`src/rtl/core/sfcr_ram.sv`:
```
`timescale 1ns / 1ps
`default_nettype none
// ----------------------------------------------------------------------------
// sfcr_ram
// Generic simple dual-port RAM, one write port, one registered read port.
// ----------------------------------------------------------------------------
module sfcr_ram #(
  parameter int WIDTH = 8,
  parameter int DEPTH = 256,
  localparam int AW   = $clog2(DEPTH)
) (
  input  logic             clk,
  input  logic             we,
  input  logic [AW-1:0]    waddr,
  input  logic [WIDTH-1:0] wdata,
  input  logic             re,
  input  logic [AW-1:0]    raddr,
  output logic [WIDTH-1:0] rdata
);

  logic [WIDTH-1:0] mem [DEPTH];
  logic [WIDTH-1:0] rdata_r;

  always_ff @(posedge clk) begin
    if (we) begin
      mem[waddr] <= wdata;
    end
    if (re) begin
      rdata_r <= mem[raddr];
    end
  end

  assign rdata = rdata_r;

endmodule
`default_nettype wire

```
`config.mk`:
```
export PLATFORM = sky130hd
export DESIGN_NAME = sfcr_ram
export DESIGN_NICKNAME = d
export VERILOG_FILES = /design/src/rtl/core/sfcr_ram.sv
export SDC_FILE = /design/constraint.sdc
export NUM_CORES = 2
export LEC_CHECK = 0
export ABC_AREA = 1
export BUFFER_PORTS_ARGS = -buffer_cell sky130_fd_sc_hd__clkbuf_2
export CORE_AREA = 4 4 395 397
export DETAILED_ROUTE_END_ITERATION = 16
export DIE_AREA = 0 0 399 401
export PLACE_DENSITY = 0.71
export SETUP_SLACK_MARGIN = 0.1
export SYNTH_ARGS = -nofsm -noshare
export SYNTH_HDL_FRONTEND = slang
export SYNTH_SLANG_ARGS = --single-unit
export TNS_END_PERCENT = 50
```
`constraint.sdc`:
```
create_clock -name clk -period 2.18 [get_ports clk]
set_clock_uncertainty 0.1 [all_clocks]
set_input_delay 0.436 -clock clk [delete_from_list [all_inputs] [get_ports clk]]
set_output_delay 0.436 -clock clk [all_outputs]
set_load 0.01 [all_outputs]
```
==> metrics.md <==
| Metric | Value |
|---|---|
| Worst-Skew Late Latency | `850 ps` |
| Crit-path max FO | `57` |
| Maximum clock frequency | `463 MHz` |
| Critical path endpoint category | `flop` |
| Crit path kind | `in -> reg` |
| Slew Viols, Final | `0` |
| Number of global-route vias before repair | `55,915` |
| Pre-CTS setup slack | `-830 ps` |
| Global-route wire length before repair | `350,000 um` |
| Most common cell on crit path | `nand3_1` |
| Unrepaired setup endpoints after global routing | `true` |
| I/O Pins | `35` |
| Worst path slowest cell | `nand3_1` |
| Worst endpoint required time | `2780 ps` |
| Yosys top cell area share | `74.0%` |
| Initial antenna violation count | `6` |
| Largest net degree at the start of global routing | `64` |
| VDD IR max | `0.884 mV` |
| Endpoints failing setup | `0` |
| Leak | `35.3 nW` |
| Final layout net count | `7,512` |
| Core ar. | `152,000 um^2` |
| Die Ht | `401 um` |
| MaxCap Viol Count | `0` |
| Worst Hold Class | `in -> reg` |
| Crit. Startpoint | `raddr[0]` |
| Final period util | `99.2%` |
| End of the critical path | `rdata[7]` |
| Clk root buf | `clkbuf_16` |
| Setup Fix Bufs, Post-CTS | `0` |
| Max stage delay on crit path | `270 ps` |
| GRT Total Usage | `29.1%` |
| Worst Tran Pin Value | `1310 ps` |
| Synth warn | `0` |
| Net Count, Synth | `7,030` |
| CTS Buf Count | `197` |
| Die width | `399 um` |
| Syn Inst Count | `7,003` |
| Reg2Reg Depth | `11` |
| Post-DR vias/cell | `6.01` |
| Final worst setup slack | `17.9 ps` |
| Critical path cell sequence | `buf_8 > buf_12 > buf_4 > buf_12 > nand2_1 > nand3_1 > nand3_1 > nand3_1 > nand3_1 > nand3_1 > nand3_1 > nand2_1 > nand2_1 > nand2_1` |
| DP HPWL | `149,000 um` |
| CP Launch Type | `input port` |
| Worst reg2reg setup slack | `50 ps` |
| Synth Area in XOR/XNOR | `0%` |
| GPL Wtd Cong | `0.945` |
| Final core occ | `64.3%` |
| Area leader, netlist | `edfxtp_1` |
| Die ar. | `160,000 um^2` |
| Gr ovfl total | `0` |
| Synthesized area | `83,500 um^2` |
| Final hold vios | `0` |
| Vias | `58,224` |
| CTS max path bufs | `3` |
| PortBufs | `34` |
| TritonCTS clock tree | `done` |
| Detail Route Antenna Nets | `0` |
| Detailed-route wire length | `235,000 um` |
| Wire per inst | `24.2 um` |
| Area grow syn2layout | `17.1%` |
| Period minus WS final | `2160 ps` |
| H-tree depth | `4` |
| CP arrival | `2760 ps` |
| Fraction of layout cells with a size suffix above 1 | `13.8%` |
| Max transition margin | `12.7%` |
| Synth Register Bits | `2,056` |
| Post-route setup TNS | `0 ps` |
| Syn Area/Cell | `11.9 um^2` |
| DRT iter0 DRCs | `8,025` |
| Worst Path Buf+Inv | `4` |
| Worst-path clk slew | `60 ps` |
| Compound-cell area share of the yosys netlist | `0%` |
| Crit-path leading delay family | `simple AND/OR/NAND/NOR gates` |
| Row count | `143` |
| Residual DRC | `0` |
| Simple-gate share of the synthesized area | `22.9%` |
| Top post-synthesis cells by area | `edfxtp_1, nand3_1, nand2_1, buf_2, nor2_1` |
| Adder-cell area share of the yosys netlist | `0%` |
| Synth unique cells | `13` |
| Status | `finished, final reports clean` |
| Total stage count of the critical path | `14` |
| Pwr/cell area | `851 nW/um^2` |
| Sequential-to-total area share from yosys stat | `74.0%` |
| Reg2Reg Launch Point | `mem[35][7]` |
| First-pass DRT Iterations | `7` |
| Main combinational cell family by area after synthesis | `simple AND/OR/NAND/NOR gates` |
| R2r endpoint | `rdata[7]` |
| CTS sink cnt | `2,056` |
| Post-synthesis mux area share | `0%` |
| Initial Util | `55.0%` |
==> metrics by stage <==
step | instances | hold WS (ps) | cell area (um^2) | power [mW]
6_report | 9688 | 168 | 97700 | 83.2
5_1_grt | 9686 | 142 | 97700 | 85.6
4_1_cts | 9686 | 95.1 | 97600 | 83.3
3_5_place_dp | 9307 | 749 | 91100 | 50.1
3_3_place_gp | 9307 | 750 | 91100 | 50.0
2_1_floorplan | 7003 | 435 | 83500 | 47.2
==> layout make-up <==
| cell class | count | area, um^2 |
|---|---|---|
| repair buffers | 766 | 7630 |
| clock buffers | 253 | 5250 |
| multi-input cells | 4425 | 19300 |
| flip-flops and latches | 2056 | 61700 |
| inverters | 39 | 180 |
| clock inverters | 117 | 1140 |
| fillers | 10894 | 54200 |
| well taps | 2030 | 2540 |
| diodes | 2 | 5.00 |
==> synthesized netlist by cell type (all sizes together) <==
| cell type | instances |
|---|---|
| nand2 | 2123 |
| clkbuf | 112 |
| inv | 39 |
| edfxtp | 2056 |
| buf | 371 |
| nand3 | 2019 |
| nor2 | 283 |
==> tightest hold or removal path, cell delays in order <==
cell and delay (ps):
clkbuf_2 170, buf_4 260, nand2_1 70, nand2_1 60
==> worst min path at each step <==
stage             start         end  slack [ps]  cells after the start
6_report       raddr[7]    rdata[4]         170                      4
2_1_floorplan  wdata[0]   mem[0][0]         430                      0
5_1_grt        raddr[7]    rdata[4]         140                      4
3_5_place_dp   wdata[6]  mem[17][6]         750                      1
4_1_cts        raddr[7]    rdata[4]         100                      4
3_3_place_gp   wdata[6]  mem[16][6]         750                      1
==> report_power, final <==
part	total, mW	leakage [nW]	internal, mW	switching [mW]
Combinational	5.83	13.7	1.78	4.04
Clock	33.8	3.10	19.1	14.7
Sequential	43.6	18.5	43.6	0.0352
==> layer usage <==
layer  vias to the layer above  track usage, %  wire (um)
met4                        10            11.9      10500
met2                      3688            44.0     106000
li1                      25874               -          -
met3                       612            6.82      28900
met5                         -               0         64
met1                     28040            41.2      89000
==> state kept, by name, summed over array words and instances (netlist names) <==
name	cells
rdata	8
mem	2048
==> cell usage in the layout (no fill, tap or decap), types with 31 or more instances in the layout <==
master,netlist,routed
buf_12,0,145
buf_4,46,578
clkbuf_1,112,51
clkbuf_16,0,202
clkinv_1,0,50
clkinv_2,0,31
edfxtp_1,2056,2056
inv_1,36,34
nand2_1,2123,2117
nand3_1,2019,2000
nor2_1,283,283
==> cell families (layout without fill, tap and decap cells) <==
logic type / count (synthesis) / in the layout
buffers and inverters: 522 / 1175
and+or+nand+nor: 4425 / 4425
DFF: 2056 / 2056
other: 0 / 2
==> repair_timing <==
| action | 4_1_cts | 5_1_grt |
|---|---|---|
| endpoints found under the hold margin | 230 | 0 |
| hold buffers | 9 | 0 |
| resized for setup | 13 | 18 |
| setup endpoints to repair | 6 | 10 |
(Power assumes the default switching activity.)
