### src/rtl/core/sfcr_pkg.sv
`timescale 1ns / 1ps
`default_nettype none
// ----------------------------------------------------------------------------
// sfcr_pkg
// Shared types and constants of the SPI flash command responder.
// ----------------------------------------------------------------------------
package sfcr_pkg;

  localparam int FLASH_BYTES_DEF = 131072;
  localparam int ADDR_W          = 24;
  localparam int SIZE_W          = 18;

  typedef logic [ADDR_W-1:0] addr_t;
  typedef logic [ADDR_W:0]   addr_ext_t;
  typedef logic [SIZE_W-1:0] size_t;

  localparam size_t SIZE_RESET = size_t'(131072);

  localparam logic [1:0] OP_WRITE    = 2'd0;
  localparam logic [1:0] OP_READ     = 2'd1;
  localparam logic [1:0] OP_SELECT   = 2'd2;
  localparam logic [1:0] OP_DESELECT = 2'd3;

  localparam logic [7:0] CMD_FAST_READ = 8'h0B;
  localparam logic [7:0] CMD_IDENTIFY  = 8'h9F;
  localparam logic [7:0] CMD_STATUS    = 8'h05;
  localparam logic [7:0] CMD_WREN      = 8'h06;
  localparam logic [7:0] CMD_ERASE     = 8'hD8;
  localparam logic [7:0] CMD_PROGRAM   = 8'h02;

  localparam logic [7:0] ID_MFR        = 8'h20;
  localparam logic [7:0] ID_TYPE       = 8'h20;
  localparam logic [7:0] ID_CAPACITY   = 8'h15;
  localparam logic [7:0] STATUS_BYTE   = 8'h02;
  localparam logic [7:0] ERASED_BYTE   = 8'hFF;

  typedef enum logic [2:0] {
    PH_COMMAND = 3'd0,
    PH_SHIFT1  = 3'd1,
    PH_SHIFT2  = 3'd2,
    PH_SHIFT3  = 3'd3,
    PH_SHIFT4  = 3'd4,
    PH_SHIFT5  = 3'd5,
    PH_PROCESS = 3'd6
  } phase_t;

  typedef enum logic [1:0] {
    PUSH_NONE = 2'd0,
    PUSH_BYTE = 2'd1,
    PUSH_MEM  = 2'd2
  } push_t;

  typedef struct packed {
    push_t      push;
    logic [7:0] push_data;
    logic       bad;
    logic       oor;
  } act_t;

endpackage
`default_nettype wire

### src/rtl/core/sfcr_if.sv
`timescale 1ns / 1ps
`default_nettype none


interface sfcr_out_if;
  logic        valid;
  logic        ready;
  logic [31:0] read_data;
  logic        bad_command;
  logic        out_of_range;
  modport source (output valid, output read_data, output bad_command,
                  output out_of_range, input ready);
  modport sink   (input valid, input read_data, input bad_command,
                  input out_of_range, output ready);
endinterface

`default_nettype wire

### src/rtl/core/sfcr_out.sv
`timescale 1ns / 1ps
`default_nettype none
// ----------------------------------------------------------------------------
// sfcr_out
// Shift-out register update from store data and result output register.
// ----------------------------------------------------------------------------
module sfcr_out (
  input  logic           clk,
  input  logic           rst_n,
  input  logic           s1_load,
  input  sfcr_pkg::act_t s1_act,
  input  logic [7:0]     mem_rdata,
  output logic           s1_ready,
  sfcr_out_if.source     out_ch
);

  logic           s1_valid_r;
  sfcr_pkg::act_t act_r;
  logic [31:0]    shout_r, shout_nxt;
  logic           out_valid_r;
  logic [31:0]    read_data_r;
  logic           bad_r;
  logic           oor_r;
  logic           advance;

  assign advance  = s1_valid_r && (!out_valid_r || out_ch.ready);
  assign s1_ready = !s1_valid_r || advance;

  always_comb begin
    case (act_r.push)
      sfcr_pkg::PUSH_BYTE: shout_nxt = {shout_r[23:0], act_r.push_data};
      sfcr_pkg::PUSH_MEM:  shout_nxt = {shout_r[23:0], mem_rdata};
      default:             shout_nxt = shout_r;
    endcase
  end

  always_ff @(posedge clk) begin
    if (!rst_n) begin
      s1_valid_r  <= 1'b0;
      out_valid_r <= 1'b0;
      shout_r     <= '0;
    end else begin
      if (s1_load) begin
        s1_valid_r <= 1'b1;
      end else if (advance) begin
        s1_valid_r <= 1'b0;
      end
      if (advance) begin
        shout_r     <= shout_nxt;
        out_valid_r <= 1'b1;
      end else if (out_ch.ready) begin
        out_valid_r <= 1'b0;
      end
    end
  end

  always_ff @(posedge clk) begin
    if (s1_load) begin
      act_r <= s1_act;
    end
    if (advance) begin
      read_data_r <= shout_nxt;
      bad_r       <= act_r.bad;
      oor_r       <= act_r.oor;
    end
  end

  assign out_ch.valid        = out_valid_r;
  assign out_ch.read_data    = read_data_r;
  assign out_ch.bad_command  = bad_r;
  assign out_ch.out_of_range = oor_r;

endmodule
`default_nettype wire

### src/flat_wrapper.sv
// flat-port wrapper written by rule: the top's interface ports become plain ports
module sfcr_out_flat 
  (clk, rst_n, s1_load, s1_act, mem_rdata, s1_ready, out_ch_valid, out_ch_read_data, out_ch_bad_command, out_ch_out_of_range, out_ch_ready);
  sfcr_out_if out_ch_i ();
  input  logic clk;
  input  logic rst_n;
  input  logic s1_load;
  input  sfcr_pkg::act_t s1_act;
  input  logic [7:0] mem_rdata;
  output logic s1_ready;
  output wire logic [$bits(out_ch_i.valid)-1:0] out_ch_valid;
  output wire logic [$bits(out_ch_i.read_data)-1:0] out_ch_read_data;
  output wire logic [$bits(out_ch_i.bad_command)-1:0] out_ch_bad_command;
  output wire logic [$bits(out_ch_i.out_of_range)-1:0] out_ch_out_of_range;
  input wire logic [$bits(out_ch_i.ready)-1:0] out_ch_ready;
  assign out_ch_valid = out_ch_i.valid;
  assign out_ch_read_data = out_ch_i.read_data;
  assign out_ch_bad_command = out_ch_i.bad_command;
  assign out_ch_out_of_range = out_ch_i.out_of_range;
  assign out_ch_i.ready = out_ch_ready;
  sfcr_out u_core (.clk(clk), .rst_n(rst_n), .s1_load(s1_load), .s1_act(s1_act), .mem_rdata(mem_rdata), .s1_ready(s1_ready), .out_ch(out_ch_i));
endmodule
### config.mk
export PLATFORM = sky130hd
export DESIGN_NAME = sfcr_out_flat
export DESIGN_NICKNAME = d
export VERILOG_FILES = /design/src/rtl/core/sfcr_pkg.sv /design/src/rtl/core/sfcr_if.sv /design/src/rtl/core/sfcr_out.sv /design/src/flat_wrapper.sv
export SDC_FILE = /design/constraint.sdc
export NUM_CORES = 1
export LEC_CHECK = 0
export ABC_AREA = 1
export BUFFER_PORTS_ARGS = -buffer_cell sky130_fd_sc_hd__buf_4
export CAP_MARGIN = 25
export CORE_MARGIN = 5
export CORE_UTILIZATION = 56
export DETAILED_ROUTE_END_ITERATION = 16
export GPL_TIMING_DRIVEN = 0
export HOLD_SLACK_MARGIN = 0.03
export PLACE_DENSITY = 0.79
export SLEW_MARGIN = 20
export SYNTH_ARGS = -nofsm -noshare
export SYNTH_HDL_FRONTEND = slang
export SYNTH_SLANG_ARGS = --single-unit
### constraint.sdc
create_clock -name clk -period 2.2 [get_ports clk]
set_input_delay 0.44 -clock clk [delete_from_list [all_inputs] [get_ports clk]]
set_output_delay 0.44 -clock clk [all_outputs]
set_load 0.01 [all_outputs]
==> results.md, run 1 <==
- Die extent in x: between 90 and 100 um
- Total of max-cap violations: 0
- DR vias: around 2,700
- Synth Warn #: 0
- Fmax: 593.8 MHz
- Port Buffer Count: 58
- Largest net degree at the start of global routing: 43
- Worst Setup Start Kind: flip-flop
- Cell area after layout: ~4500 um^2
- CTS clock-pin slew for the worst setup and hold paths: approximately 0.080 ns
- Ys flop type: edfxtp_1
- Sequential area share after synthesis: 55.19%
- Dpl cells: 548
- Post-CTS setup-driven buffer insertion count: 0
- Final ANT Viol Nets: 0
- Placer congestion estimate: 0.8010
- Iter 0 DRT Violations: 138
- PwrDens: approximately 770 nW/um^2
- Async SR Flop Fraction: 0%
- Synth Area per Inst: between 9 and 10 um^2
- Clock Sinks: 80
- Post-DP Area: 4268 um^2
- Crit path largest cell delay: 0.62 ns
- Synth cell count leaders: 128 x nand2_1, 46 x edfxtp_1, 44 x inv_1
- Cell family with most CP delay: buffers and inverters
- Core Area: around 6400 um^2
- Critical-path maximum fanout: 42
- Psw: about 940 uW
- DR pass1 iterations: 4
- Peak VDD IR: 405.4 uV
- CP Data Arrival Time: 1.66 ns
- Total CTS buffers: 9
- Synth area leader: edfxtp_1
- Setup-failing EPs final: 0
- Worst-margin pin slew: 0.8629 ns
- DRC: 0
- Worst Setup End Kind: flip-flop
- Wirelength, routed: approximately 7400 um
- Post-synth EDFFs: 46
- Internal power: 2467 uW
- Cell at the slowest stage of the critical path: inv_2
- Part of the power in registers: approximately 51%
- Netlist cell types: 22
- Die area: 8405 um^2
- Worst-Skew Late Latency: 0.35 ns
- Unrepaired setup endpoints after global routing: no
- Count leader, synth: nand2_1
- Antenna diode count: 0
- Filler cells: 510
- H-Tree Depth: 3
- Rows: 29
- Maximum root-to-sink buffer count: 2
- Worst slew margin: a little over two fifths
- Critical Path RT: 2.18 ns
- GRT overflow: 0
- # IOs: 60
- Layout cells sized above 1: a little over a third
- Wire length per cell: 13.17 um
- Initial core utilization: 58.17%
- Vias in the first global route: 2,769
- Synth area leaders: edfxtp_1 37%, dfxtp_1 18%, nand2_1 13%
- Syn Nets: 439
- Root Buffer: clkbuf_8
- Number of synthesized register bits: 80
- Buf/Inv on CP: 2
- Vias per cell: 4.754
- Layout Cells excl Fill: 564
- Tot GR Track Use: 19.28%
- Final WS setup: 0.5158 ns
- Hold Fails Final Rpt: 0
- Leakage: 0.002078 uW
- Max-slew violation count: 0
- Initial antenna violation count: 0
- Die height: 91.68 um
- Syn-to-layout area delta: 19.22%
- Setup CP Type: reg2reg
- Hold Buf Count CTS: 0
- Setup Skew: 0.007219 ns
- Fin crit share: 76.55%
- Detail Placement HPWL: 5182 um
- Clock power share: roughly 31%
- Global-route wire length before repair: 12,740 um
- Critical Path, Cell by Cell: nand2_2 -> nand2_4 -> buf_6 -> inv_2
- Outcome: complete, no violations
- Comb power frac: 18.4%
- CTS tree: yes
- Final nets: roughly 510
- Setup TNS: 0 ns
- DP Worst Slack: 0.2968 ns
- Mapped Area: 3736 um^2
- Mapped Cells: 413
- HP Class: in2reg
- Post-CTS sizing: 0
- Switching Share: 27.62%
- Min Tclk post-route: approximately 1.7 ns
- Post-synth top area share: 36.97%
## metal layers
layer  share of wire [%]  vias up  routed length [um]  track usage, %
li1                    -     1383                   -               -
met1                  44     1234                3302           23.49
met3                 4.1        8                 307           4.746
met2                  50       56                3735           33.29
met5                   0        -                   0               0
met4                 1.1        0                  82           6.784
## stage by stage
step	utilization, %	hold slack (ns)	power [uW]
2_1_floorplan	-	0.4003	2204
3_3_place_gp	66.45	0.4008	2381
3_5_place_dp	66.45	0.4052	2400
4_1_cts	69.36	0.2510	3426
5_1_grt	69.36	0.2307	3565
6_report	69.36	0.2632	3409
## cell usage in the layout (no fill, tap or decap), types with 2 or more instances in the layout
master | netlist | routed
dfxtp_1 | 34 | 34
inv_2 | 3 | 3
buf_6 | 7 | 7
nor2_2 | 40 | 40
nand2_1 | 128 | 128
clkbuf_8 | 1 | 10
inv_1 | 44 | 44
clkinv_1 | 0 | 2
clkinv_2 | 0 | 2
buf_12 | 4 | 4
nor2_1 | 32 | 32
nand3_1 | 9 | 9
edfxtp_1 | 46 | 46
a21oi_1 | 10 | 10
clkinvlp_4 | 0 | 2
buf_2 | 4 | 4
buf_4 | 2 | 60
nand2_2 | 41 | 41
ha_1 | 2 | 2
## power by group through the flow
stage	Sequential [uW]	Combinational [uW]	Clock, uW
3_3_place_gp	1770	614	0
4_1_cts	1740	631	1060
2_1_floorplan	1790	416	0
6_report	1740	627	1040
5_1_grt	1750	699	1120
3_5_place_dp	1770	628	0
## cells by family after synthesis
group,after synthesis,share of synthesized area (%)
AND/OR/NAND/NOR,252,31.68
flip-flops,80,55.19
buffers and inverters,69,11.12
AO/OA/AOI/OAI,10,1.340
adder cells (fa/ha/maj),2,0.6697
## worst reg2reg max path, delay by kind of cell, from the launching register on
| kind | cells | cell delay [ns] |
|---|---|---|
| buffers and inverters | 2 | 0.78 |
| DFF | 1 | 0.34 |
| and+or+nand+nor | 2 | 0.17 |
## registers in the layout, summed over array words and instances, names as in the netlist
name and flops:
u_core.act_r 12, u_core.out_ch.bad_command 1, u_core.out_ch.out_of_range 1, u_core.out_ch.read_data 32, u_core.out_ch.valid 1, u_core.s1_valid_r 1
u_core.shout_r 32
## area by class of cell
cell class                 count  area [um^2]  area share, %
sequential                    80         2062          46.29
multi-input combinational    264         1259          28.26
timing repair buffer          58        435.4          9.775
buffer                        20        224.0          5.028
inverter                      49        191.4          4.298
clock buffer                   9        123.9          2.781
tap                           77        96.34          2.163
clock inverter                 7        62.56          1.404
## worst paths after layout
| kind | from | to | slack, ns | depth (start not counted) |
|---|---|---|---|---|
| min | s1_act[10] | u_core.act_r[10]$_DFFE_PP_ | 0.26 | 1 |
| max reg2reg | u_core.out_ch.valid$_SDFFE_PN0P_ | u_core.out_ch.read_data[22]$_DFFE_PP_ | 0.52 | 4 |
| min reg2reg | u_core.act_r[0]$_DFFE_PP_ | u_core.out_ch.out_of_range$_DFFE_PP_ | 0.43 | 0 |
| max | u_core.out_ch.valid$_SDFFE_PN0P_ | u_core.out_ch.read_data[22]$_DFFE_PP_ | 0.52 | 4 |
(Power assumes the default switching activity.)
==> run 2, diff against run 1 <==
==> constraint.sdc (replaced) <==
create_clock -name clk -period 1.68 [get_ports clk]
set_input_delay 0.336 -clock clk [delete_from_list [all_inputs] [get_ports clk]]
set_output_delay 0.336 -clock clk [all_outputs]
set_load 0.01 [all_outputs]
==> run 2 against run 1 <==
Sequential cell count unchanged. Critical path depth increased by 3. Clock skew grew 0.00066 ns. Combinational power up 31%. Utilization barely moved. Critical endpoint is now u_core.out_ch.read_data[5]$_DFFE_PP_.
==> results.md, run 2 (same netlist as run 1, synthesis figures left out) <==
- Worst Setup End Kind: flip-flop
- Cell at the slowest stage of the critical path: edfxtp_1
- Post-CTS setup-driven buffer insertion count: 0
- Worst-Skew Late Latency: about 0.35 ns
- Hold Startpoint: s1_act[10]
- HP Class: in2reg
- Antenna diode count: 0
- Core Area: 6422 um^2
- Hold Buf Count CTS: 0
- PwrDens: 1001 nW/um^2
- Vias in the first global route: 2,769
- Internal power: 3231 uW
- Tot GR Track Use: 19.28%
- Critical Path RT: 1.79 ns
- Global-route wire length before repair: 12,740 um
- Psw: about 1200 uW
- Die extent in x: roughly 92 um
- Pwr Total: 4460 uW
- Wire length per cell: 13.15 um
- Die height: 91.68 um
- DR pass1 iterations: 4
- Largest net degree at the start of global routing: 43
- Fmax: 648.9 MHz
- Most used cells in the layout excluding fill and tap cells: 128 x nand2_1, 60 x buf_4, 46 x edfxtp_1, 44 x inv_1, 41 x nand2_2
- Critical-path maximum fanout: 10
- Die area: 8405 um^2
- Part of the power in registers: 51.0%
- Setup-failing EPs final: 0
- Syn-to-layout area delta: 19.29%
- Clock Sinks: 80
- Total of max-cap violations: 0
- Critical Path, Cell by Cell: inv_1 -> ha_1 -> buf_4 -> inv_2 -> nand3_1 -> nand2_1 -> inv_1
- Beginning of the worst register-to-register path: u_core.act_r[10]$_DFFE_PP_
- Leakage: about 0.0021 uW
- R2R depth: 7
- Max-slew violation count: 0
- Worst-margin pin slew: 0.5116 ns
- Clock power share: 30.6%
- CTS clock-pin slew for the worst setup and hold paths: approximately 0.080 ns
- Port Buffer Count: 58
- # IOs: 60
- CTS tree: yes
- Switching Share: 27.56%
- R2r setup slk: 0.14 ns
- Final ANT Viol Nets: 0
- Maximum root-to-sink buffer count: 2
- Detail Placement HPWL: approximately 5200 um
- Worst Hold End: u_core.act_r[10]$_DFFE_PP_
- Rows: 29
- DR vias: 2,681
- Worst Hold Path Cells: 1
- Worst Setup Start Kind: flip-flop
- Wirelength, routed: between 7000 and 8000 um
- Cell with the most instances on the worst path: inv_1
- Iter 0 DRT Violations: 132
- Min Tclk post-route: approximately 1.5 ns
- Vias per cell: 4.754
- H-Tree Depth: 3
- Hold Fails Final Rpt: 0
- Placer congestion estimate: 0.8010
- Final nets: 508
- GRT overflow: 0
- Comb power frac: 18.4%
- Setup CP Type: reg2reg
- Crit path largest cell delay: 0.36 ns
- Layout cells sized above 1: 36.55%
- Worst slew margin: approximately two thirds
- Setup Skew: 0.007878 ns
- CP Data Arrival Time: 1.65 ns
- Reg2reg end: u_core.out_ch.read_data[5]$_DFFE_PP_
- Initial antenna violation count: 0
- Fin crit share: 91.74%
- DRC: 0
- Post-CTS sizing: 1
- Outcome: complete, no violations
- Cell family with most CP delay: buffers and inverters
- Total CTS buffers: 9
- Initial core utilization: 58.17%
- Crit path depth: 7
- Buf/Inv on CP: 4
- Most common cell after layout, fill and taps aside: nand2_1
- Layout Utilization: 69.39%
- Root Buffer: clkbuf_8
- Peak VDD IR: 530.9 uV
- Unrepaired setup endpoints after global routing: no
## run 2: cell count changes in the layout (fill, tap and decap cells not counted)
cell	before	now
inv_2	3	2
inv_4	1	2
## run 2: worst max path at each step
stage	end	slack [ns]	startpoint
2_1_floorplan	u_core.out_ch.bad_command$_DFFE_PP_	0.22	u_core.out_ch.valid$_SDFFE_PN0P_
3_3_place_gp	u_core.out_ch.read_data[16]$_DFFE_PP_	-0.08	out_ch_ready
3_5_place_dp	u_core.out_ch.read_data[16]$_DFFE_PP_	-0.12	out_ch_ready
4_1_cts	u_core.out_ch.read_data[5]$_DFFE_PP_	0.14	u_core.act_r[10]$_DFFE_PP_
5_1_grt	u_core.out_ch.read_data[2]$_DFFE_PP_	0.05	u_core.act_r[10]$_DFFE_PP_
6_report	u_core.out_ch.read_data[5]$_DFFE_PP_	0.14	u_core.act_r[10]$_DFFE_PP_
## run 2: layout make-up
cell class / count / area (um^2)
repair buffers: 58 / 435.4
inverters: 49 / 193.9
clock inverters: 7 / 62.56
flip-flops and latches: 80 / 2062
fillers: 509 / 1966
plain buffers: 20 / 224.0
multi-input cells: 264 / 1259
clock buffers: 9 / 123.9
well taps: 77 / 96.34
## run 2: power by group through the flow
| stage | Sequential, uW | Clock (uW) | Combinational (uW) |
|---|---|---|---|
| 2_1_floorplan | 2340 | 0 | 545 |
| 3_3_place_gp | 2310 | 0 | 804 |
| 3_5_place_dp | 2320 | 0 | 822 |
| 4_1_cts | 2280 | 1380 | 827 |
| 5_1_grt | 2290 | 1460 | 917 |
| 6_report | 2280 | 1360 | 821 |
## run 2: routing by layer
metal / routed length, um / global-route usage [%] / part of all wire, %
met5: 0 / 0 / 0
met4: 87 / 6.784 / 1.2
met3: 341 / 4.746 / 4.6
met2: 3750 / 33.29 / 51
met1: 3238 / 23.49 / 44
## run 2: stage by stage
step / cell area, um^2 / worst slack, ns / cells / hold slack [ns] / setup TNS, ns
finish: 4457 / 0.1388 / 564 / 0.1599 / 0
global route: 4457 / 0.05036 / 564 / 0.1267 / 0
CTS: 4457 / 0.1432 / 564 / 0.1470 / 0
detailed placement: 4268 / -0.1192 / 548 / 0.4052 / -4.353
global placement: 4268 / -0.07733 / 548 / 0.4008 / -2.589
floorplan: 3736 / 0.2225 / 413 / 0.4003 / 0
