===== config.mk =====
export PLATFORM = sky130hd
export DESIGN_NAME = sfcr_cmd_flat
export DESIGN_NICKNAME = d
export VERILOG_FILES = /design/src/rtl/core/sfcr_pkg.sv /design/src/rtl/core/sfcr_if.sv /design/src/rtl/core/sfcr_cmd.sv /design/src/flat_wrapper.sv
export SDC_FILE = /design/constraint.sdc
export NUM_CORES = 1
export LEC_CHECK = 0
export ABC_AREA = 1
export BUFFER_PORTS_ARGS = -buffer_cell sky130_fd_sc_hd__buf_4
export CAP_MARGIN = 20
export CORE_ASPECT_RATIO = 0.8
export CORE_MARGIN = 3
export CORE_UTILIZATION = 40
export DETAILED_ROUTE_END_ITERATION = 7
export GPL_TIMING_DRIVEN = 0
export SYNTH_ARGS = -nofsm -noshare
export SYNTH_HDL_FRONTEND = slang
export SYNTH_SLANG_ARGS = --single-unit

===== constraint.sdc =====
create_clock -name clk -period 5.46 [get_ports clk]
set_clock_uncertainty 0.05 [all_clocks]
set_input_delay 0.819 -clock clk [delete_from_list [all_inputs] [get_ports clk]]
set_output_delay 0.819 -clock clk [all_outputs]
set_load 0.03 [all_outputs]

===== src/rtl/core/sfcr_pkg.sv =====
`timescale 1ns / 1ps
`default_nettype none
// ----------------------------------------------------------------------------
// sfcr_pkg
// Shared types and constants of the SPI flash command responder.
// ----------------------------------------------------------------------------
package sfcr_pkg;

  localparam int FLASH_BYTES_DEF = 131072;
  localparam int ADDR_W          = 24;
  localparam int SIZE_W          = 18;

  typedef logic [ADDR_W-1:0] addr_t;
  typedef logic [ADDR_W:0]   addr_ext_t;
  typedef logic [SIZE_W-1:0] size_t;

  localparam size_t SIZE_RESET = size_t'(131072);

  localparam logic [1:0] OP_WRITE    = 2'd0;
  localparam logic [1:0] OP_READ     = 2'd1;
  localparam logic [1:0] OP_SELECT   = 2'd2;
  localparam logic [1:0] OP_DESELECT = 2'd3;

  localparam logic [7:0] CMD_FAST_READ = 8'h0B;
  localparam logic [7:0] CMD_IDENTIFY  = 8'h9F;
  localparam logic [7:0] CMD_STATUS    = 8'h05;
  localparam logic [7:0] CMD_WREN      = 8'h06;
  localparam logic [7:0] CMD_ERASE     = 8'hD8;
  localparam logic [7:0] CMD_PROGRAM   = 8'h02;

  localparam logic [7:0] ID_MFR        = 8'h20;
  localparam logic [7:0] ID_TYPE       = 8'h20;
  localparam logic [7:0] ID_CAPACITY   = 8'h15;
  localparam logic [7:0] STATUS_BYTE   = 8'h02;
  localparam logic [7:0] ERASED_BYTE   = 8'hFF;

  typedef enum logic [2:0] {
    PH_COMMAND = 3'd0,
    PH_SHIFT1  = 3'd1,
    PH_SHIFT2  = 3'd2,
    PH_SHIFT3  = 3'd3,
    PH_SHIFT4  = 3'd4,
    PH_SHIFT5  = 3'd5,
    PH_PROCESS = 3'd6
  } phase_t;

  typedef enum logic [1:0] {
    PUSH_NONE = 2'd0,
    PUSH_BYTE = 2'd1,
    PUSH_MEM  = 2'd2
  } push_t;

  typedef struct packed {
    push_t      push;
    logic [7:0] push_data;
    logic       bad;
    logic       oor;
  } act_t;

endpackage
`default_nettype wire


===== src/rtl/core/sfcr_if.sv =====
`timescale 1ns / 1ps
`default_nettype none
// ----------------------------------------------------------------------------
// sfcr_if
// Valid/ready channels of the SPI flash command responder.
// ----------------------------------------------------------------------------
interface sfcr_in_if;
  logic       valid;
  logic       ready;
  logic [1:0] op;
  logic [7:0] data_byte;
  modport source (output valid, output op, output data_byte, input ready);
  modport sink   (input valid, input op, input data_byte, output ready);
endinterface


interface sfcr_cfg_if;
  logic        valid;
  logic        ready;
  logic [17:0] flash_size_used;
  modport source (output valid, output flash_size_used, input ready);
  modport sink   (input valid, input flash_size_used, output ready);
endinterface
`default_nettype wire


===== src/rtl/core/sfcr_cmd.sv =====
`timescale 1ns / 1ps
`default_nettype none
// ----------------------------------------------------------------------------
// sfcr_cmd
// Command machine, address tracking, store access issue and erase sweep.
// ----------------------------------------------------------------------------
module sfcr_cmd #(
  parameter int FLASH_BYTES = sfcr_pkg::FLASH_BYTES_DEF,
  localparam int AW         = $clog2(FLASH_BYTES)
) (
  input  logic            clk,
  input  logic            rst_n,
  sfcr_in_if.sink         in_ch,
  sfcr_cfg_if.sink        cfg_ch,
  input  logic            s1_ready,
  output logic            s1_load,
  output sfcr_pkg::act_t  s1_act,
  output logic            mem_we,
  output logic [AW-1:0]   mem_waddr,
  output logic [7:0]      mem_wdata,
  output logic            mem_re,
  output logic [AW-1:0]   mem_raddr
);

  localparam sfcr_pkg::addr_ext_t FB_LIMIT = sfcr_pkg::addr_ext_t'(FLASH_BYTES);
  localparam logic [AW-1:0] CLR_LAST = AW'(FLASH_BYTES - 1);

  sfcr_pkg::phase_t phase_r, phase_nxt;
  logic [7:0]       cmd_r, cmd_nxt;
  logic             sel_r, sel_nxt;
  sfcr_pkg::addr_t  shin_r, shin_nxt;
  sfcr_pkg::addr_t  addr_r, addr_nxt;
  sfcr_pkg::size_t  size_r;
  logic             clr_busy_r;
  logic [AW-1:0]    clr_addr_r;

  logic             accept;
  logic             run;
  logic             a_ok;
  logic             rd_req;
  logic             wr_req;
  sfcr_pkg::addr_t  a_run;
  sfcr_pkg::act_t   act;

  assign cfg_ch.ready = 1'b1;
  assign in_ch.ready  = !clr_busy_r && s1_ready;
  assign accept       = in_ch.valid && in_ch.ready;

  assign a_run = (phase_r == sfcr_pkg::PH_SHIFT4) ? shin_r : addr_r;
  assign a_ok  = ({1'b0, a_run} < sfcr_pkg::addr_ext_t'(size_r)) &&
                 ({1'b0, a_run} < FB_LIMIT);

  always_comb begin
    phase_nxt = phase_r;
    cmd_nxt   = cmd_r;
    sel_nxt   = sel_r;
    shin_nxt  = shin_r;
    addr_nxt  = addr_r;
    act       = '{push: sfcr_pkg::PUSH_NONE, push_data: 8'h00, bad: 1'b0, oor: 1'b0};
    run       = 1'b0;
    rd_req    = 1'b0;
    wr_req    = 1'b0;
    case (in_ch.op)
      sfcr_pkg::OP_WRITE: begin
        case (phase_r)
          sfcr_pkg::PH_COMMAND: begin
            cmd_nxt = in_ch.data_byte;
            if (in_ch.data_byte inside {sfcr_pkg::CMD_FAST_READ, sfcr_pkg::CMD_IDENTIFY,
                                        sfcr_pkg::CMD_STATUS, sfcr_pkg::CMD_WREN,
                                        sfcr_pkg::CMD_ERASE, sfcr_pkg::CMD_PROGRAM}) begin
              phase_nxt = sfcr_pkg::PH_SHIFT1;
            end else begin
              act.bad = 1'b1;
            end
          end
          sfcr_pkg::PH_SHIFT1: begin
            shin_nxt  = {shin_r[15:0], in_ch.data_byte};
            phase_nxt = sfcr_pkg::PH_SHIFT2;
            if (cmd_r == sfcr_pkg::CMD_IDENTIFY) begin
              act.push      = sfcr_pkg::PUSH_BYTE;
              act.push_data = sfcr_pkg::ID_MFR;
            end else if (cmd_r == sfcr_pkg::CMD_STATUS) begin
              act.push      = sfcr_pkg::PUSH_BYTE;
              act.push_data = sfcr_pkg::STATUS_BYTE;
            end
          end
          sfcr_pkg::PH_SHIFT2: begin
            shin_nxt  = {shin_r[15:0], in_ch.data_byte};
            phase_nxt = sfcr_pkg::PH_SHIFT3;
            if (cmd_r == sfcr_pkg::CMD_IDENTIFY) begin
              act.push      = sfcr_pkg::PUSH_BYTE;
              act.push_data = sfcr_pkg::ID_TYPE;
            end
          end
          sfcr_pkg::PH_SHIFT3: begin
            shin_nxt  = {shin_r[15:0], in_ch.data_byte};
            phase_nxt = sfcr_pkg::PH_SHIFT4;
            if (cmd_r == sfcr_pkg::CMD_IDENTIFY) begin
              act.push      = sfcr_pkg::PUSH_BYTE;
              act.push_data = sfcr_pkg::ID_CAPACITY;
            end
          end
          sfcr_pkg::PH_SHIFT4: begin
            addr_nxt = shin_r;
            shin_nxt = {shin_r[15:0], in_ch.data_byte};
            if (cmd_r == sfcr_pkg::CMD_FAST_READ) begin
              phase_nxt = sfcr_pkg::PH_SHIFT5;
            end else begin
              phase_nxt = sfcr_pkg::PH_PROCESS;
              run       = 1'b1;
            end
          end
          default: begin
            phase_nxt = sfcr_pkg::PH_PROCESS;
            run       = 1'b1;
          end
        endcase
        if (run) begin
          case (cmd_r)
            sfcr_pkg::CMD_FAST_READ: begin
              addr_nxt = a_run + 1'b1;
              if (a_ok) begin
                rd_req   = 1'b1;
                act.push = sfcr_pkg::PUSH_MEM;
              end else begin
                act.push = sfcr_pkg::PUSH_BYTE;
                act.oor  = 1'b1;
              end
            end
            sfcr_pkg::CMD_ERASE: begin
              phase_nxt = sfcr_pkg::PH_COMMAND;
            end
            sfcr_pkg::CMD_PROGRAM: begin
              addr_nxt = a_run + 1'b1;
              wr_req   = a_ok;
              act.oor  = !a_ok;
            end
            default: begin
            end
          endcase
        end
      end
      sfcr_pkg::OP_SELECT: begin
        if (!sel_r) begin
          phase_nxt = sfcr_pkg::PH_COMMAND;
        end
        sel_nxt = 1'b1;
      end
      sfcr_pkg::OP_DESELECT: begin
        phase_nxt = sfcr_pkg::PH_COMMAND;
        sel_nxt   = 1'b0;
      end
      default: begin
      end
    endcase
  end

  always_ff @(posedge clk) begin
    if (!rst_n) begin
      phase_r    <= sfcr_pkg::PH_COMMAND;
      cmd_r      <= 8'h00;
      sel_r      <= 1'b0;
      shin_r     <= '0;
      addr_r     <= '0;
      size_r     <= sfcr_pkg::SIZE_RESET;
      clr_busy_r <= 1'b1;
      clr_addr_r <= '0;
    end else begin
      if (accept) begin
        phase_r <= phase_nxt;
        cmd_r   <= cmd_nxt;
        sel_r   <= sel_nxt;
        shin_r  <= shin_nxt;
        addr_r  <= addr_nxt;
      end
      if (cfg_ch.valid) begin
        size_r <= cfg_ch.flash_size_used;
      end
      if (clr_busy_r) begin
        clr_addr_r <= clr_addr_r + 1'b1;
        if (clr_addr_r == CLR_LAST) begin
          clr_busy_r <= 1'b0;
        end
      end
    end
  end

  assign s1_load   = accept;
  assign s1_act    = act;
  assign mem_we    = clr_busy_r || (accept && wr_req);
  assign mem_waddr = clr_busy_r ? clr_addr_r : a_run[AW-1:0];
  assign mem_wdata = clr_busy_r ? sfcr_pkg::ERASED_BYTE : in_ch.data_byte;
  assign mem_re    = accept && rd_req;
  assign mem_raddr = a_run[AW-1:0];

endmodule
`default_nettype wire


===== src/flat_wrapper.sv =====
// flat-port wrapper written by rule: the top's interface ports become plain ports
module sfcr_cmd_flat 
#(
  parameter int FLASH_BYTES = sfcr_pkg::FLASH_BYTES_DEF,
  localparam int AW         = $clog2(FLASH_BYTES)
)
  (clk, rst_n, s1_ready, s1_load, s1_act, mem_we, mem_waddr, mem_wdata, mem_re, mem_raddr, in_ch_valid, in_ch_op, in_ch_data_byte, in_ch_ready, cfg_ch_valid, cfg_ch_flash_size_used, cfg_ch_ready);
  sfcr_in_if in_ch_i ();
  sfcr_cfg_if cfg_ch_i ();
  input  logic clk;
  input  logic rst_n;
  input  logic s1_ready;
  output logic s1_load;
  output sfcr_pkg::act_t s1_act;
  output logic mem_we;
  output logic [AW-1:0] mem_waddr;
  output logic [7:0] mem_wdata;
  output logic mem_re;
  output logic [AW-1:0] mem_raddr;
  input wire logic [$bits(in_ch_i.valid)-1:0] in_ch_valid;
  input wire logic [$bits(in_ch_i.op)-1:0] in_ch_op;
  input wire logic [$bits(in_ch_i.data_byte)-1:0] in_ch_data_byte;
  output wire logic [$bits(in_ch_i.ready)-1:0] in_ch_ready;
  input wire logic [$bits(cfg_ch_i.valid)-1:0] cfg_ch_valid;
  input wire logic [$bits(cfg_ch_i.flash_size_used)-1:0] cfg_ch_flash_size_used;
  output wire logic [$bits(cfg_ch_i.ready)-1:0] cfg_ch_ready;
  assign in_ch_i.valid = in_ch_valid;
  assign in_ch_i.op = in_ch_op;
  assign in_ch_i.data_byte = in_ch_data_byte;
  assign in_ch_ready = in_ch_i.ready;
  assign cfg_ch_i.valid = cfg_ch_valid;
  assign cfg_ch_i.flash_size_used = cfg_ch_flash_size_used;
  assign cfg_ch_ready = cfg_ch_i.ready;
  sfcr_cmd #(.FLASH_BYTES(FLASH_BYTES)) u_core (.clk(clk), .rst_n(rst_n), .in_ch(in_ch_i), .cfg_ch(cfg_ch_i), .s1_ready(s1_ready), .s1_load(s1_load), .s1_act(s1_act), .mem_we(mem_we), .mem_waddr(mem_waddr), .mem_wdata(mem_wdata), .mem_re(mem_re), .mem_raddr(mem_raddr));
endmodule

==> metrics, run 1 <==
Overflow after GRT 0; Max-slew headroom 0.592; Ports 92; outcome completed; Fin. Hold Viols 0; CTS Buf Count 9; Total GRT Usage 0.233; Die Wd 140 um; 1st-iter DRT viols 524; sequential element share of the synthesized area 0.333; Clk Latency, worst-skew pair 0.34 ns; Worst-Margin Slew 0.612 ns; Mapped Area 0.00577 mm2; crit path launch type register; min Tclk post-route 3.99 ns; antenna cell count 0; synthesis-stage register bit count 96; CP max FO 10; Post-synth EDFFs 0; # port buffers 86; GP Congestion 0.931; initial antenna violation count 0; Cell Rows 38; DRT Wirelength 18500 um; Area Growth Syn to Fin 19.9%; RSZ-0062 raised after global routing no; R2R Setup Slk 3.05 ns; Max-Cap Viols 0; peak supply drop 0.196 mV; max-slew violation count 0; largest net degree at the start of global routing 16; Unique masters post-synth 48; CP required 4.59 ns; crit path DAT 3.12 ns; Synth Instances 868; Setup crit end kind output pin; CTS tree yes; Logic pwr share 0.071; 1st-pass router iterations 5; Reg-to-Reg Start u_core.phase_r[2]; clk sinks 96; routed vias 5926; post-CTS sizing 0; critical path class register to output pin; yosys warns 0; Most used DFF post-synth dfxtp_1; Die H 113 um; Clk pin slew, worst setup/hold paths 0.07 ns; CTS HTree Levels 3; vias in the first global route 5523; internal power 0.00106 W; switching portion of total power 0.250; hold path start u_core.sel_r; nets@finish 1020; setup TNS 0 ns; final setup violation count 0; Hold Buf Count CTS 0; Vias/cell 5.14; final setup margin 1.47 ns; share of cells above drive strength 1 0.177; Async SR Flop Fraction 0; postcts setup bufs 0; post-route ant nets 0; Hold Path Class register to register; drt wl/cell 16.1 um; period utilization 0.730; die footprint 0.0159 mm2; Psw 0.000353 W; P_leak 3.03 nW; Reg power frac 0.507; initial core utilization 0.417; clock network power share 0.422; Clock Path Buffers 2; Avg Cell Area, Syn 6.64 um2; Highest Clock Rate 251 MHz; core area 0.0138 mm2; first-pass GRT wire length 29500 um; worst slack, placed 1.82 ns; detailed placement HPWL 14500 um; Root Buffer clkbuf_16; # DRC 0; fillcell total 1444; CP Launch Point u_core.phase_r[0]; Power Density 204 mW/mm2
==> synthesized netlist by cell type, drive strengths merged (2+ instances only) <==
master	number	area, um2
or2	2	12.5
a211oi	4	30.0
nand4	10	62.6
nor4	3	25.0
ha	20	250
nor3	17	95.1
buf	21	158
nand2	196	806
clkinv	2	8.75
o211ai	2	15.0
nand3b	2	15.0
conb	2	7.51
xor2	10	87.6
xnor2	2	17.5
dfxtp	96	1920
nand3	48	260
o21ai	118	598
inv	106	398
clkbuf	22	82.6
a21oi	87	439
nor2	88	400
==> path summary, 6_finish.rpt <==
check,to,depth (start not counted)
worst max-delay path,mem_re,16
worst min-delay path,u_core.sel_r,2
worst max register to register,u_core.addr_r[22],14
worst min register to register,u_core.sel_r,2
==> registers in the layout (all words and copies together), names as in the netlist <==
register           flops
u_core.shin_r         24
u_core.sel_r           1
u_core.cmd_r           8
u_core.phase_r         3
u_core.addr_r         24
u_core.size_r         18
u_core.clr_addr_r     17
u_core.clr_busy_r      1
==> critical path, cell delays in order (launching register included) <==
cell and delay, ns:
dfxtp_1 0.37, nor2_4 0.20, nand2_4 0.09, buf_6 0.15, o21ai_1 0.38, inv_1 0.22, ha_1 0.34, nand2_1 0.10
nor2_1 0.05, nand2_1 0.06, o211ai_1 0.08, nand3_1 0.08, nand3_1 0.12, inv_1 0.13, nand3_1 0.11, nor2_1 0.12
buf_4 0.17
==> final cells by class <==
cell class	instances	area, um2	area share
clock buffers	11	233	0.0337
flip-flops and latches	96	1920	0.278
multi-input cells	623	3210	0.464
clock inverters	5	33.8	0.00489
well taps	180	225	0.0326
plain buffers	43	240	0.0348
repair buffers	86	646	0.0934
inverters	108	407	0.0588
==> cells in the final DEF, fill, tap and decap left out, types with 6 or more instances in the layout <==
master and count:
nor2_4 6, inv_1 103, nand2_1 174, nand3_1 44
ha_1 20, xor2_1 10, buf_2 6, o21ai_0 103
buf_4 94, nor3_1 15, nand2_2 19, nand4_1 10
nor2_1 72, a21oi_1 86, clkbuf_16 9, clkbuf_1 24
nor2_2 10, dfxtp_1 96, o21ai_1 13
==> through the flow <==
step / std cells / instance area [um2] / utilization / power, W / hold WS, ns
2_1_floorplan: 870 / 5770 / - / 0.000788 / 0.379
3_3_place_gp: 1136 / 6650 / 0.480 / 0.000830 / 0.398
3_5_place_dp: 1136 / 6650 / 0.480 / 0.000830 / 0.409
4_1_cts: 1152 / 6910 / 0.500 / 0.00142 / 0.419
5_1_grt: 1152 / 6910 / 0.500 / 0.00146 / 0.439
6_report: 1152 / 6910 / 0.500 / 0.00141 / 0.412
==> cells by family after synthesis <==
kind of cell | after synthesis | synth area share
AND/OR/NAND/NOR | 370 | 0.296
AO/OA/AOI/OAI | 217 | 0.196
buffers and inverters | 151 | 0.112
flip-flops | 96 | 0.333
adder cells (fa/ha/maj) | 20 | 0.0434
XOR/XNOR | 12 | 0.0182
other | 2 | 0.00130
==> layer usage <==
| metal | track usage | wire length, um | share of wire |
|---|---|---|---|
| met2 | 0.342 | 7520 | 0.41 |
| met5 | 0 | 0 | 0 |
| met3 | 0.0348 | 1190 | 0.064 |
| met1 | 0.364 | 9660 | 0.52 |
| met4 | 0.0413 | 153 | 0.0083 |
==> power by group through the flow <==
stage / registers, W / clock network, W / logic [W]
6_report: 0.000714 / 0.000596 / 0.000100
5_1_grt: 0.000716 / 0.000633 / 0.000112
4_1_cts: 0.000714 / 0.000606 / 0.000100
3_5_place_dp: 0.000731 / 0 / 0.0000992
3_3_place_gp: 0.000731 / 0 / 0.0000991
2_1_floorplan: 0.000730 / 0 / 0.0000580
Power figures use the tool's default switching activity.
==> inputs of run 2 (changes only) <==
--- a/config.mk
+++ b/config.mk
@@ -5,7 +5,7 @@
 export SDC_FILE = /design/constraint.sdc
 export NUM_CORES = 1
 export LEC_CHECK = 0
-export ABC_AREA = 1
+export ABC_AREA = 0
 export BUFFER_PORTS_ARGS = -buffer_cell sky130_fd_sc_hd__buf_4
 export CAP_MARGIN = 20
 export CORE_ASPECT_RATIO = 0.8
==> constraint.sdc (replaced) <==
create_clock -name clk -period 3.6 [get_ports clk]
set_clock_uncertainty 0.05 [all_clocks]
set_input_delay 0.54 -clock clk [delete_from_list [all_inputs] [get_ports clk]]
set_output_delay 0.54 -clock clk [all_outputs]
set_load 0.03 [all_outputs]
==> run 2 against run 1 <==
Against the previous run: the flow now finishes with violations (negative setup slack); critical path depth is 5 lower; via count fell by 3.4%; setup slack worse by 1.6 ns; die area decreased by 0.58%; synthesized cell count decreased by 18%; first-iteration DRC count shrank 10%; register-to-register slack got worse by 2.9 ns; combinational power grew 110%; critical endpoint is now mem_we; highest routed layer unchanged.
==> metrics, run 2 <==
Synth top cells by count nand2_1 (97), dfxtp_1 (96), nor2_1 (89); CTS Buf Count 9; Non-Filler Instances 1023; drt wl/cell 18.5 um; Setup crit end kind output pin; CP max-delay cell or3b_4; 1st-iter DRT viols 469; Overflow after GRT 0; Max-slew headroom 0.353; R2R Setup Slk 0.15 ns; crit path DAT 3.11 ns; CP max FO 6; Clk pin slew, worst setup/hold paths 0.06 ns; synthesis-stage register bit count 96; slowest stage delay, CP 0.44 ns; commonest cells after routing, fill and taps aside buf_4 (110), dfxtp_1 (93), nor2_1 (87); clk sinks 96; post-route ant nets 0; placed instance area 0.00664 mm2; Synth Instances 715; Unique masters post-synth 62; yosys warns 0; Vias/cell 5.60; Placed Cells 983; Clock Path Buffers 2; sequential element share of the synthesized area 0.335; Highest Clock Rate 270 MHz; critical path class register to output pin; GP Congestion 0.920; worst path buffer plus inverter count 4; area leader, netlist dfxtp_1; CTS tree yes; peak supply drop 0.241 mV; Ports 92; Async SR Flop Fraction 0; Cell Rows 38; # DRC 0; worst slack, placed -1.13 ns; antenna cell count 0; R2R Path End u_core.addr_r[18]; failing checks negative setup slack; min Tclk post-route 3.70 ns; CP Launch Point u_core.phase_r[0]; Total GRT Usage 0.236; fillcell total 1316; commonest non-fill, non-tap cell in the layout buf_4; P_leak 3.08 nW; 1st-pass router iterations 5; RSZ-0062 raised after global routing yes; nets@finish 891; Most used DFF post-synth dfxtp_1; Max-Cap Viols 0; Hold Path Class primary input to register; largest net degree at the start of global routing 20; max-slew violation count 0; routed vias 5724; # port buffers 86; Fin. Hold Viols 0; crit-path leading delay family buffers and inverters; Finished Cell Area 0.00758 mm2; crit path launch type register; cell depth of the worst hold path 3; Power Density 301 mW/mm2; final setup violation count 5; Reg-to-Reg Start u_core.phase_r[0]; count leader, synth nand2_1; period utilization 1.03; Mapped Area 0.00573 mm2; CTS HTree Levels 3; Synth area leaders dfxtp_1 (34%), mux2i_1 (9.1%), nand2_1 (6.4%); share of cells above drive strength 1 0.281; biggest regs u_core.addr_r x24, u_core.shin_r x24, u_core.size_r x18; top cell type's share of synthesized area 0.335; final setup margin -0.104 ns; vias in the first global route 5511; detailed placement HPWL 13600 um; core area 0.0138 mm2; initial core utilization 0.416; die footprint 0.0158 mm2; Worst-Margin Slew 0.963 ns; endpoint with the worst hold slack u_core.size_r[17]; Root Buffer clkbuf_16; hold path start cfg_ch_flash_size_used[17]; Post-synth EDFFs 0; Clk Latency, worst-skew pair 0.35 ns; first-pass GRT wire length 30000 um; Die Wd 140 um; Area Growth Syn to Fin 32.3%; worst path cell trace or3b_4, buf_8, mux2_4, ha_4, nand4_1, buf_4, o311ai_4, a21oi_2, buf_12, a31o_4, buf_6; outcome finished, violations left; Avg Cell Area, Syn 8.02 um2; final design utilization 0.550; CP required 3.01 ns; initial antenna violation count 0; Worst R2R Path Depth 11; DRT Wirelength 19000 um; Die H 113 um
[run 2: cell count changes in the layout (fill, tap and decap cells not counted), moves of 15 or more]
cell     change
nor2_1      +15
o21ai_0     -77
a21oi_1     -56
inv_1       -82
mux2i_1     +51
buf_4       +16
nand2_1     -99
mux2_2      +19
[run 2: power breakdown]
group	leakage (nW)	internal, W	switching (W)
Sequential	0.780	0.00108	0.0000130
Clock	0.143	0.000578	0.000403
Combinational	2.16	0.0000957	0.000116
Total	3.08	0.00175	0.000532
[run 2: per-layer routing]
metal,GRT usage,vias up,wire (um)
met1,0.333,2742,8690
li1,-,2743,-
met2,0.377,218,8750
met4,0.0471,0,218
met3,0.0486,21,1300
met5,0,-,0
[run 2: kinds of logic (layout without fill, tap and decap cells)]
kind of cell,count (synthesis),count (layout),share of synthesized area
AND/OR/NAND/NOR,327,327,0.274
AO/OA/AOI/OAI,101,101,0.110
flip-flops,96,96,0.335
multiplexers,75,75,0.137
buffers and inverters,67,193,0.0581
XOR/XNOR,27,27,0.0413
adder cells (fa/ha/maj),20,20,0.0437
other,2,4,0.00131
[run 2: how the worst max path moves through the flow]
stage,end,depth (start not counted),slack [ns]
floorplan,mem_re,13,0.01
global placement,mem_re,14,-1.08
detailed placement,mem_re,14,-1.13
CTS,mem_re,13,-0.17
global route,mem_re,14,-0.21
finish,mem_we,11,-0.10
[run 2: final cells by class]
cell class,instances,area [um2],share of cell area
multi-input cells,554,3820,0.504
flip-flops and latches,96,1930,0.255
repair buffers,112,931,0.123
plain buffers,42,288,0.0380
clock buffers,14,264,0.0348
well taps,180,225,0.0297
inverters,23,86.3,0.0114
clock inverters,2,37.5,0.00495
[run 2: worst register-to-register path: cells and delay by family, from the launching register on]
family,cells,cell delay [ns]
compound gates,2,0.56
buf+inv,3,0.36
mux,2,0.62
simple gates,3,1.16
flops,1,0.36
fa+ha+maj,1,0.26
[run 2: repair_timing]
| item | in CTS | in global routing |
|---|---|---|
| hold buffers | 0 | 0 |
| cloned | 2 | 0 |
| buffers inserted | 17 | 7 |
| endpoints found under the setup margin | 13 | 6 |
| pin swaps | 15 | 14 |
| gates resized for setup | 63 | 26 |
[run 2: metrics by stage]
stage / power [W] / TNS (ns) / hold slack, ns
floorplan: 0.00122 / 0 / 0.392
global placement: 0.00128 / -6.47 / 0.403
detailed placement: 0.00129 / -6.84 / 0.415
CTS: 0.00230 / -0.655 / 0.363
global route: 0.00236 / -0.928 / 0.377
finish: 0.00228 / -0.381 / 0.373
